File: src/rtl/core/sstg_pkg.sv
// Package: shared types, constants and state encoding for the trajectory generator.
package sstg_pkg;

    localparam int MAX_STEPS_DEF = 64;
    localparam logic [31:0] MIN_SEG_US = 32'd100000;

    typedef enum logic [1:0] {
        CFG_STEP_TIME = 2'd0,
        CFG_BOOM_INV  = 2'd1,
        CFG_ARM_INV   = 2'd2,
        CFG_BKT_INV   = 2'd3
    } cfg_idx_t;

    typedef enum logic [3:0] {
        ST_IDLE,
        ST_DUR,
        ST_NDIV,
        ST_NFIX,
        ST_TDIV,
        ST_SQ,
        ST_CUBE,
        ST_SMUL,
        ST_JMUL,
        ST_GAP,
        ST_EMIT
    } state_t;

    typedef struct packed {
        logic load;       // capture input item
        logic first;      // emit the start point
        logic dur;        // compute segment duration
        logic ndiv_start; // start n = dur / dt
        logic nfix;       // clamp n
        logic tdiv_start; // start t = i*65536 / n
        logic sq;
        logic cube;
        logic smul;
        logic jmul;
        logic gap;
        logic emit;       // load output register, advance
    } cmd_t;

    typedef struct packed {
        logic div_busy;
        logic first_item;
        logic last_point;
        logic out_full;
    } sts_t;

endpackage

File: src/rtl/core/sstg_ctrl.sv
// Controller: sequences waypoint setup and per-point interpolation.
module sstg_ctrl
(
    input  logic           clk,
    input  logic           rst_n,
    input  logic           in_valid,
    output logic           in_ready,
    input  sstg_pkg::sts_t sts,
    output sstg_pkg::cmd_t cmd
);
    import sstg_pkg::*;

    state_t state_reg, state_next;
    logic [1:0] k_reg, k_next;

    always_ff @(posedge clk or negedge rst_n)
    begin
        if (!rst_n)
        begin
            state_reg <= ST_IDLE;
            k_reg     <= '0;
        end
        else
        begin
            state_reg <= state_next;
            k_reg     <= k_next;
        end
    end

    always_comb
    begin
        state_next = state_reg;
        k_next     = k_reg;
        cmd        = '0;
        in_ready   = 1'b0;
        case (state_reg)
            ST_IDLE:
            begin
                in_ready = 1'b1;
                if (in_valid)
                begin
                    cmd.load   = 1'b1;
                    state_next = ST_DUR;
                end
            end
            ST_DUR:
            begin
                if (sts.first_item)
                begin
                    if (!sts.out_full)
                    begin
                        cmd.first  = 1'b1;
                        state_next = ST_IDLE;
                    end
                end
                else
                begin
                    cmd.dur    = 1'b1;
                    k_next     = 2'd0;
                    state_next = ST_NDIV;
                end
            end
            ST_NDIV:
            begin
                // wait for the duration max to register in dur_reg
                k_next = k_reg + 2'd1;
                if (k_reg == 2'd1)
                begin
                    cmd.ndiv_start = 1'b1;
                    state_next     = ST_NFIX;
                end
            end
            ST_NFIX:
            begin
                if (!sts.div_busy)
                begin
                    cmd.nfix   = 1'b1;
                    state_next = ST_TDIV;
                end
            end
            ST_TDIV:
            begin
                cmd.tdiv_start = 1'b1;
                state_next     = ST_SQ;
            end
            ST_SQ:
            begin
                if (!sts.div_busy)
                begin
                    cmd.sq     = 1'b1;
                    state_next = ST_CUBE;
                end
            end
            ST_CUBE:
            begin
                cmd.cube   = 1'b1;
                state_next = ST_SMUL;
            end
            ST_SMUL:
            begin
                cmd.smul   = 1'b1;
                k_next     = 2'd0;
                state_next = ST_JMUL;
            end
            ST_JMUL:
            begin
                cmd.jmul = 1'b1;
                k_next   = k_reg + 2'd1;
                if (k_reg == 2'd2)
                    state_next = ST_GAP;
            end
            ST_GAP:
            begin
                cmd.gap    = 1'b1;
                state_next = ST_EMIT;
            end
            ST_EMIT:
            begin
                if (!sts.out_full)
                begin
                    cmd.emit   = 1'b1;
                    state_next = sts.last_point ? ST_IDLE : ST_TDIV;
                end
            end
            default: state_next = ST_IDLE;
        endcase
    end
endmodule

File: config.mk
export PLATFORM = sky130hd
export DESIGN_NAME = sstg_ctrl
export DESIGN_NICKNAME = d
export VERILOG_FILES = /design/src/rtl/core/sstg_pkg.sv /design/src/rtl/core/sstg_ctrl.sv
export SDC_FILE = /design/constraint.sdc
export NUM_CORES = 1
export LEC_CHECK = 0
export ABC_AREA = 1
export BUFFER_PORTS_ARGS = -buffer_cell sky130_fd_sc_hd__buf_2
export CORE_MARGIN = 8
export CORE_UTILIZATION = 41
export CTS_CLUSTER_SIZE = 24
export DETAILED_ROUTE_END_ITERATION = 12
export PLACE_DENSITY = 0.68
export SYNTH_ARGS = -nofsm -noshare
export SYNTH_HDL_FRONTEND = slang
export SYNTH_SLANG_ARGS = --single-unit
File: constraint.sdc
create_clock -name clk -period 2.35 [get_ports clk]
set_clock_uncertainty 0.2 [all_clocks]
set_input_delay 0.47 -clock clk [delete_from_list [all_inputs] [get_ports clk]]
set_output_delay 0.47 -clock clk [all_outputs]
set_load 0.05 [all_outputs]
# ---- After elaboration in Yosys (flattened, before gate mapping)
# Index checks and enable logic that the tools add are counted.
dict set report totals {
  memories 0
  ram_bits 0
  reg_bits 6
  latchBits 0
  wordCells 58
  rom_bits 0
  output_inout_bits 13
  input_bits 7
}
dict set report op_classes {
  n_shift 0
  bitwise 0
  add_sub_neg 1
  order_cmp 0
  mul 0
  div_mod_pow 0
  muxes 30
  reduce_logical 5
  n_eq_ne 20
}
# cell count
set op_table {}
lappend op_table {{case mux 4 bit (11 select lines)} 1}
lappend op_table {{two-way mux 4 bit} 8}
lappend op_table {{two-way mux 1 bit} 17}
lappend op_table {{equality test 4 x 3 -> 1 bit (second input constant)} 4}
lappend op_table {{!= test 2 bit (second input constant)} 7}
lappend op_table {{equality test 4 bit (second input constant)} 3}
lappend op_table {{equality test 4 x 2 -> 1 bit (second input constant)} 2}
lappend op_table {{AND reduction 7 bit} 1}
lappend op_table {{case mux 2 bit (3 select lines)} 1}
lappend op_table {{equality test 4 x 1 -> 1 bit (second input constant)} 1}
lappend op_table {{logical NOT 4 bit} 1}
lappend op_table {{two-way mux 2 bit} 2}
lappend op_table {{two-way mux 3 bit} 1}
lappend op_table {{!= test 3 bit (second input constant)} 1}
lappend op_table {{nonzero test 3 bit} 1}
lappend op_table {{adder 2 x 1 -> 2 bit (second input constant)} 1}
lappend op_table {{equality test 2 x 1 -> 1 bit (second input constant)} 1}
lappend op_table {{equality test 2 bit (second input constant)} 1}
lappend op_table {{AND reduction 2 bit} 1}
lappend op_table {{OR reduction 2 bit} 1}

# ---- Depth between registers and ports, before layout
# Gate-level depths: netlist (run 1).
dict set report depth {
  word_depth 4
  mapped_depth 9
  mapped_depth_nobuf 9
}

# ---- Least setup slack after synthesis (run 1)
# OpenSTA, ideal clock, no wires.
dict set report synth_timing {
  kind {reg2out}
  start {register state_reg[2]}
  end {output port cmd[3] (netlist name)}
  slack_ns 0.006
  path_stages_with_launch 3
  t_required_ns 1.680
  arrival_ns 1.674
  path_buffers 0
  path_cell_list {dfrtp_1 -> inv_1 -> nor3_1}
}
# element line_no
set synth_rtl {}
lappend synth_rtl {{start: declaration} sstg_ctrl.sv:13} ;# state_t state_reg, state_next;
lappend synth_rtl {{start signal: assignment} sstg_ctrl.sv:25} ;# state_reg <= state_next;
lappend synth_rtl {{end: declaration} sstg_ctrl.sv:9} ;# output sstg_pkg::cmd_t cmd

==> results of run 1 <==
==> through the flow <==
step                hold WS [ns]  utilization
global placement         0.09432       0.5258
floorplan               -0.02559            -
detailed placement       0.09331       0.5258
finish                    0.3634       0.5511
CTS                       0.3528       0.5511
global route              0.3678       0.5511
==> power groups by stage <==
stage | combinational [mW] | clock (mW) | sequential [mW]
after floorplan | 0.531 | 0 | 0.189
after global placement | 0.661 | 0 | 0.195
after detailed placement | 0.664 | 0 | 0.197
after CTS | 0.666 | 0.0955 | 0.196
after global routing | 0.748 | 0.0974 | 0.203
final | 0.662 | 0.0886 | 0.196
==> what timing repair did <==
item,CTS,global route
endpoints found under the setup margin,0,0
hold endpoints to repair,6,0
hold buffers,1,0
==> worst max-delay path, stage by stage, from the launching register on <==
cell,delay [ns]
dfrtp_1,0.44
nor2_2,0.32
nand3_1,0.21
inv_1,0.09
buf_2,0.26
==> final cells by class <==
type | count | area, µm²
multi-input combinational | 70 | 332.8
inverter | 21 | 78.83
timing repair buffer | 20 | 105.1
fill | 146 | 576.8
tap | 15 | 18.77
clock buffer | 3 | 22.52
sequential | 6 | 150.1
==> cell families after synthesis <==
family | after synthesis
AND/OR/NAND/NOR | 65
AO/OA/AOI/OAI | 3
adder cells (fa/ha/maj) | 2
flip-flops | 6
buffers and inverters | 21
==> cells in the final DEF (no fill, tap or decap), drive strengths merged <==
cell type and count:
buf 19, o21ai 2, nor2 18, clkbuf 3, nand4 1, inv 21, nand2 32, dfrtp 6
nand3 12, a21oi 1, ha 2, nor3 1, dlygate4sd3 1, and2 1
==> layer usage <==
| metal | global-route usage | vias up |
|---|---|---|
| met5 | 0 | - |
| met4 | 0.07759 | 0 |
| met3 | 0.02241 | 4 |
| met2 | 0.1328 | 24 |
| met1 | 0.1220 | 277 |
| li1 | - | 339 |
==> final timing paths <==
check | endpoint | cells past startpoint | slack (ns)
worst max-delay path | cmd[9] | 4 | 0.13
worst min-delay path | state_reg[1]$_DFFE_PN0P_ | 2 | 0.36
worst max register to register | k_reg[1]$_DFFE_PN0P_ | 6 | 0.79
worst min register to register | state_reg[1]$_DFFE_PN0P_ | 2 | 0.36
max in group asynchronous | k_reg[1]$_DFFE_PN0P_ | 2 | 1.43
min in group asynchronous | state_reg[0]$_DFFE_PN0P_ | 2 | 0.38
==> results.md, run 1 <==
- Max-slew headroom: 0.7582
- CP required: 1.68 ns
- Pin count of the biggest net entering global routing: 9
- Worst EP arrival: roughly 1.6 ns
- CTS Buf Count: 3
- Synth Area in Adders: 0.04454
- Min-delay worst type: flop to flop
- First-pass DRT Iterations: 4
- Crit-path max FO: 8
- DRT Wirelength: 1317 µm
- Root buf cell: clkbuf_4
- Final Critical Period: about 2.2 ns
- Max Cap Viol: 0
- Fin crit share: 0.9442
- P_sw: 563.5 µW
- Routed via count: between 600 and 700
- Synth top area cells: dfrtp_1 (27%), nand2_1 (20%), inv_1 (14%), nand3_1 (11%), nor2_1 (7.3%)
- Placed instance area: a little under 700 µm²
- Top post-synthesis cells by count: nand2_1 (30), inv_1 (21), nand3_1 (12)
- Vias per cell: 4.770
- Clock power frac: 0.094
- Critical path capture point type: output pin
- Inst Count DP: 131
- Dpl hpwl: ~1100 µm
- Post-CTS setup buffer count: 0
- ANT cells: 0
- RSZ-0062 raised after global routing: false
- Post-Synth Simple-Gate Area: 0.5212
- FF-to-FF Start: state_reg[3]$_DFFE_PN0P_
- Power per Cell Area: between 1000 and 1500 nW/µm²
- Routability-driven placement congestion ratio: 0.8530
- Combinational power share: 0.699
- Post-Synth XOR/XNOR Area: 0
- Most common cell in the netlist: nand2_1
- Met2 wire length: between 500 and 600 µm
- Fraction of registers with async set/reset: 1.000
- Setup ws final: 0.1311 ns
- CTS resizes: 0
- Register area share after synthesis: 0.2673
- Final Hold Viols: 0
- Synth unique cells: 14
- Hold wc startpoint: state_reg[1]$_DFFE_PN0P_
- Share of cells above drive strength 1: 0.2583
- Met3 WL: between 100 and 150 µm
- Sink Count: 6
- M1 wire length: 599 µm
- First-pass GRT wire length: ~2100 µm
- Antenna violations before repair: 0
- PortBufs: 19
- CTS tree: yes
- 1st-iter DRT viols: 11
- Total power: 946.2 µW
- P&R area growth vs syn: 26.06%
- Mapped cell area: 561.8 µm²
- Startpoint type of the worst setup path: flop
- Peak VDD IR: about 630 µV
- Final std cells w/o fill: 135
- Tot GR Track Use: 0.09594
- Total negative slack: 0 ns
- Worst setup path category: flop to output pin
- Mux cell area share after synthesis: 0
- DRC Markers: 0
- Max layer used: met4
- CP Launch Point: state_reg[3]$_DFFE_PN0P_
- FP Rows: 13
- Main combinational cell family by area after synthesis: simple AND/OR/NAND/NOR gates
- Die area: 2811 µm²
- Vias in the first global route: about 540
- LEAKAGE: 0.4930 nW
- Switching Share: 0.5955
- Final slew viol count: 0
- IO Count: 20
- Endpoints failing setup: 0
- Yosys warns: 0
- Syn_area_per_cell: 5.792 µm²
- Grt ovf: 0
- Fmax: 0.4507 GHz
- Reg clk slew, reported paths: 0.04 ns
- Die Wd: ~53 µm
- Routed len/inst: between 9 and 10 µm
- Design area: ~710 µm²
- Part of the power in registers: 0.207
- H-tree depth: 1
- Syn nets: 106
- Synth Flop Type: dfrtp_1
- Max FFs per register: 4
- Fin nets: 131
- Compound-Gate Fraction of Synth Area: 0.02673
- Internal power: between 300 and 400 µW
- Synth top area share: 0.2673
- DP Worst Slack: between 0.3 and 0.4 ns
- Worst-skew pair later-pin latency: between 0.2 and 0.25 ns
- Syn Inst Count: 97
- Post-synth EDFFs: 0
- CTS Buffer Depth: 2
- Status: completed
- DIE HEIGHT: ~53 µm
- #FFs+latches synth: 6
- Core ar.: roughly 1300 µm²
- Starting Density: 0.4372
- Worst slew pin tran: 0.3600 ns
- Cell taking the most area after synthesis: dfrtp_1
- Routed Antenna Nets: 0
Note: power is estimated with default switching activity, not from simulation.
==> inputs of run 2 (changes only) <==
--- a/config.mk
+++ b/config.mk
@@ -7,11 +7,11 @@
 export LEC_CHECK = 0
 export ABC_AREA = 1
 export BUFFER_PORTS_ARGS = -buffer_cell sky130_fd_sc_hd__buf_2
-export CORE_MARGIN = 8
-export CORE_UTILIZATION = 41
+export CORE_AREA = 8 8 45 47
 export CTS_CLUSTER_SIZE = 24
 export DETAILED_ROUTE_END_ITERATION = 12
-export PLACE_DENSITY = 0.68
+export DIE_AREA = 0 0 53 55
+export PLACE_DENSITY = 0.69
 export SYNTH_ARGS = -nofsm -noshare
 export SYNTH_HDL_FRONTEND = slang
 export SYNTH_SLANG_ARGS = --single-unit
==> results.md, run 2 (synthesized netlist as in run 1, its figures left out) <==
- Placed instance area: a little under 700 µm²
- Hold Path Stages: 2
- Fin nets: around 130
- Worst slew pin tran: ~0.34 ns
- FP Rows: 14
- Sink Count: 6
- Final std cells w/o fill: about 140
- Endpoints failing setup: 0
- Hold Worst Slack: roughly 0.36 ns
- Reg clk slew, reported paths: 0.04 ns
- Root buf cell: clkbuf_4
- Starting Density: 0.4060
- Fin crit share: 0.9273
- Max Cap Viol: 0
- Worst EP arrival: 1.51 ns
- Grt ovf: 0
- Max FFs per register: 4
- CTS resizes: 0
- Worst setup path category: flop to output pin
- Pin count of the biggest net entering global routing: 9
- Min-delay worst type: flop to flop
- First-pass DRT Iterations: 4
- Crit-path max FO: 8
- DIE HEIGHT: approximately 55 µm
- LEAKAGE: 0.4930 nW
- Peak VDD IR: around 640 µV
- Routed len/inst: around 10 µm
- CTS tree: yes
- Power per Cell Area: around 1300 nW/µm²
- Most frequent cells in the layout: nand2_1 (30), inv_1 (21), buf_2 (19)
- Setup ws final: 0.1709 ns
- Crit-path cells: nor2_2 -> nand3_1 -> inv_1 -> buf_2
- CTS Buf Count: 3
- Vias per cell: 4.721
- Inst Count DP: 132
- PortBufs: 19
- Final Critical Period: about 2.2 ns
- Die area: between 2000 and 3000 µm²
- Core ar.: between 1000 and 1500 µm²
- DRT Wirelength: about 1300 µm
- Slowest CP cell: dfrtp_1
- Worst-skew pair later-pin latency: ~0.24 ns
- Startpoint type of the worst setup path: flop
- 1st-iter DRT viols: 13
- Vias in the first global route: 580
- DP Worst Slack: 0.4254 ns
- Die Wd: around 53 µm
- Tot GR Track Use: 0.1038
- Fmax: 0.4589 GHz
- R2R cell count: 6
- Routability-driven placement congestion ratio: 0.8905
- Routed Antenna Nets: 0
- Final Hold Viols: 0
- IO Count: 20
- Slowest Stage Delay on Critical Path: roughly 0.44 ns
- DRC Markers: 0
- H-tree depth: 1
- ANT cells: 0
- CP required: 1.68 ns
- Final slew viol count: 0
- Critical path capture point type: output pin
- Most common cell after layout, fill and taps aside: nand2_1
- Max-slew headroom: 0.7733
- Status: completed
- CTS Buffer Depth: 2
- Routed via count: approximately 640
- Total negative slack: 0 ns
- RSZ-0062 raised after global routing: false
- First-pass GRT wire length: 2283 µm
- Share of cells above drive strength 1: 0.2583
- Dpl hpwl: 1132 µm
- Antenna violations before repair: 0
- Design area: ~710 µm²
- P&R area growth vs syn: 26.28%
run 2: layer usage:
| layer | up-vias | track usage | part of all wire |
|---|---|---|---|
| li1 | 338 | - | - |
| met1 | 271 | 0.1188 | 0.42 |
| met2 | 27 | 0.1621 | 0.44 |
| met3 | 6 | 0.02139 | 0.10 |
| met4 | 0 | 0.09052 | 0.033 |
| met5 | - | 0 | 0 |
run 2: area by class of cell:
type	count	area [µm²]
Fill cell	150	674.4
Multi-Input combinational cell	70	332.8
Sequential cell	6	150.1
Timing Repair Buffer	20	105.1
Inverter	21	78.83
Clock buffer	3	22.52
Tap cell	16	20.02
run 2: through the flow:
stage | util | power (mW)
2_1_floorplan | - | 0.7204
3_3_place_gp | 0.4892 | 0.8552
3_5_place_dp | 0.4892 | 0.8611
4_1_cts | 0.5127 | 0.9579
5_1_grt | 0.5127 | 1.047
6_report | 0.5127 | 0.9450
run 2: path summary, 6_finish.rpt:
path	startpoint	endpoint	slack (ns)
worst max register to register	state_reg[3]$_DFFE_PN0P_	state_reg[2]$_DFFE_PN0P_	0.81
worst min-delay path	state_reg[1]$_DFFE_PN0P_	state_reg[1]$_DFFE_PN0P_	0.36
worst min register to register	state_reg[1]$_DFFE_PN0P_	state_reg[1]$_DFFE_PN0P_	0.36
min in group asynchronous	rst_n	state_reg[3]$_DFFE_PN0P_	0.39
worst max-delay path	state_reg[3]$_DFFE_PN0P_	cmd[9]	0.17
max in group asynchronous	rst_n	state_reg[1]$_DFFE_PN0P_	1.43
run 2: repair_timing:
action                                  4_1_cts  5_1_grt
endpoints found under the setup margin        0        0
setup buffers                                 0        0
hold buffers                                  1        0
endpoints found under the hold margin         6        0
run 2: critical path: cells and delay by family (launching register included):
family	cells	cell delay (ns)
DFF	1	0.44
buffers and inverters	2	0.35
and+or+nand+nor	2	0.49
run 2: power breakdown:
| group | switching (mW) | internal [mW] | leakage, nW |
|---|---|---|---|
| clock network | 0.0312 | 0.0574 | 0.0138 |
| logic | 0.482 | 0.178 | 0.402 |
| registers | 0.0488 | 0.148 | 0.0776 |
| total | 0.562 | 0.383 | 0.493 |
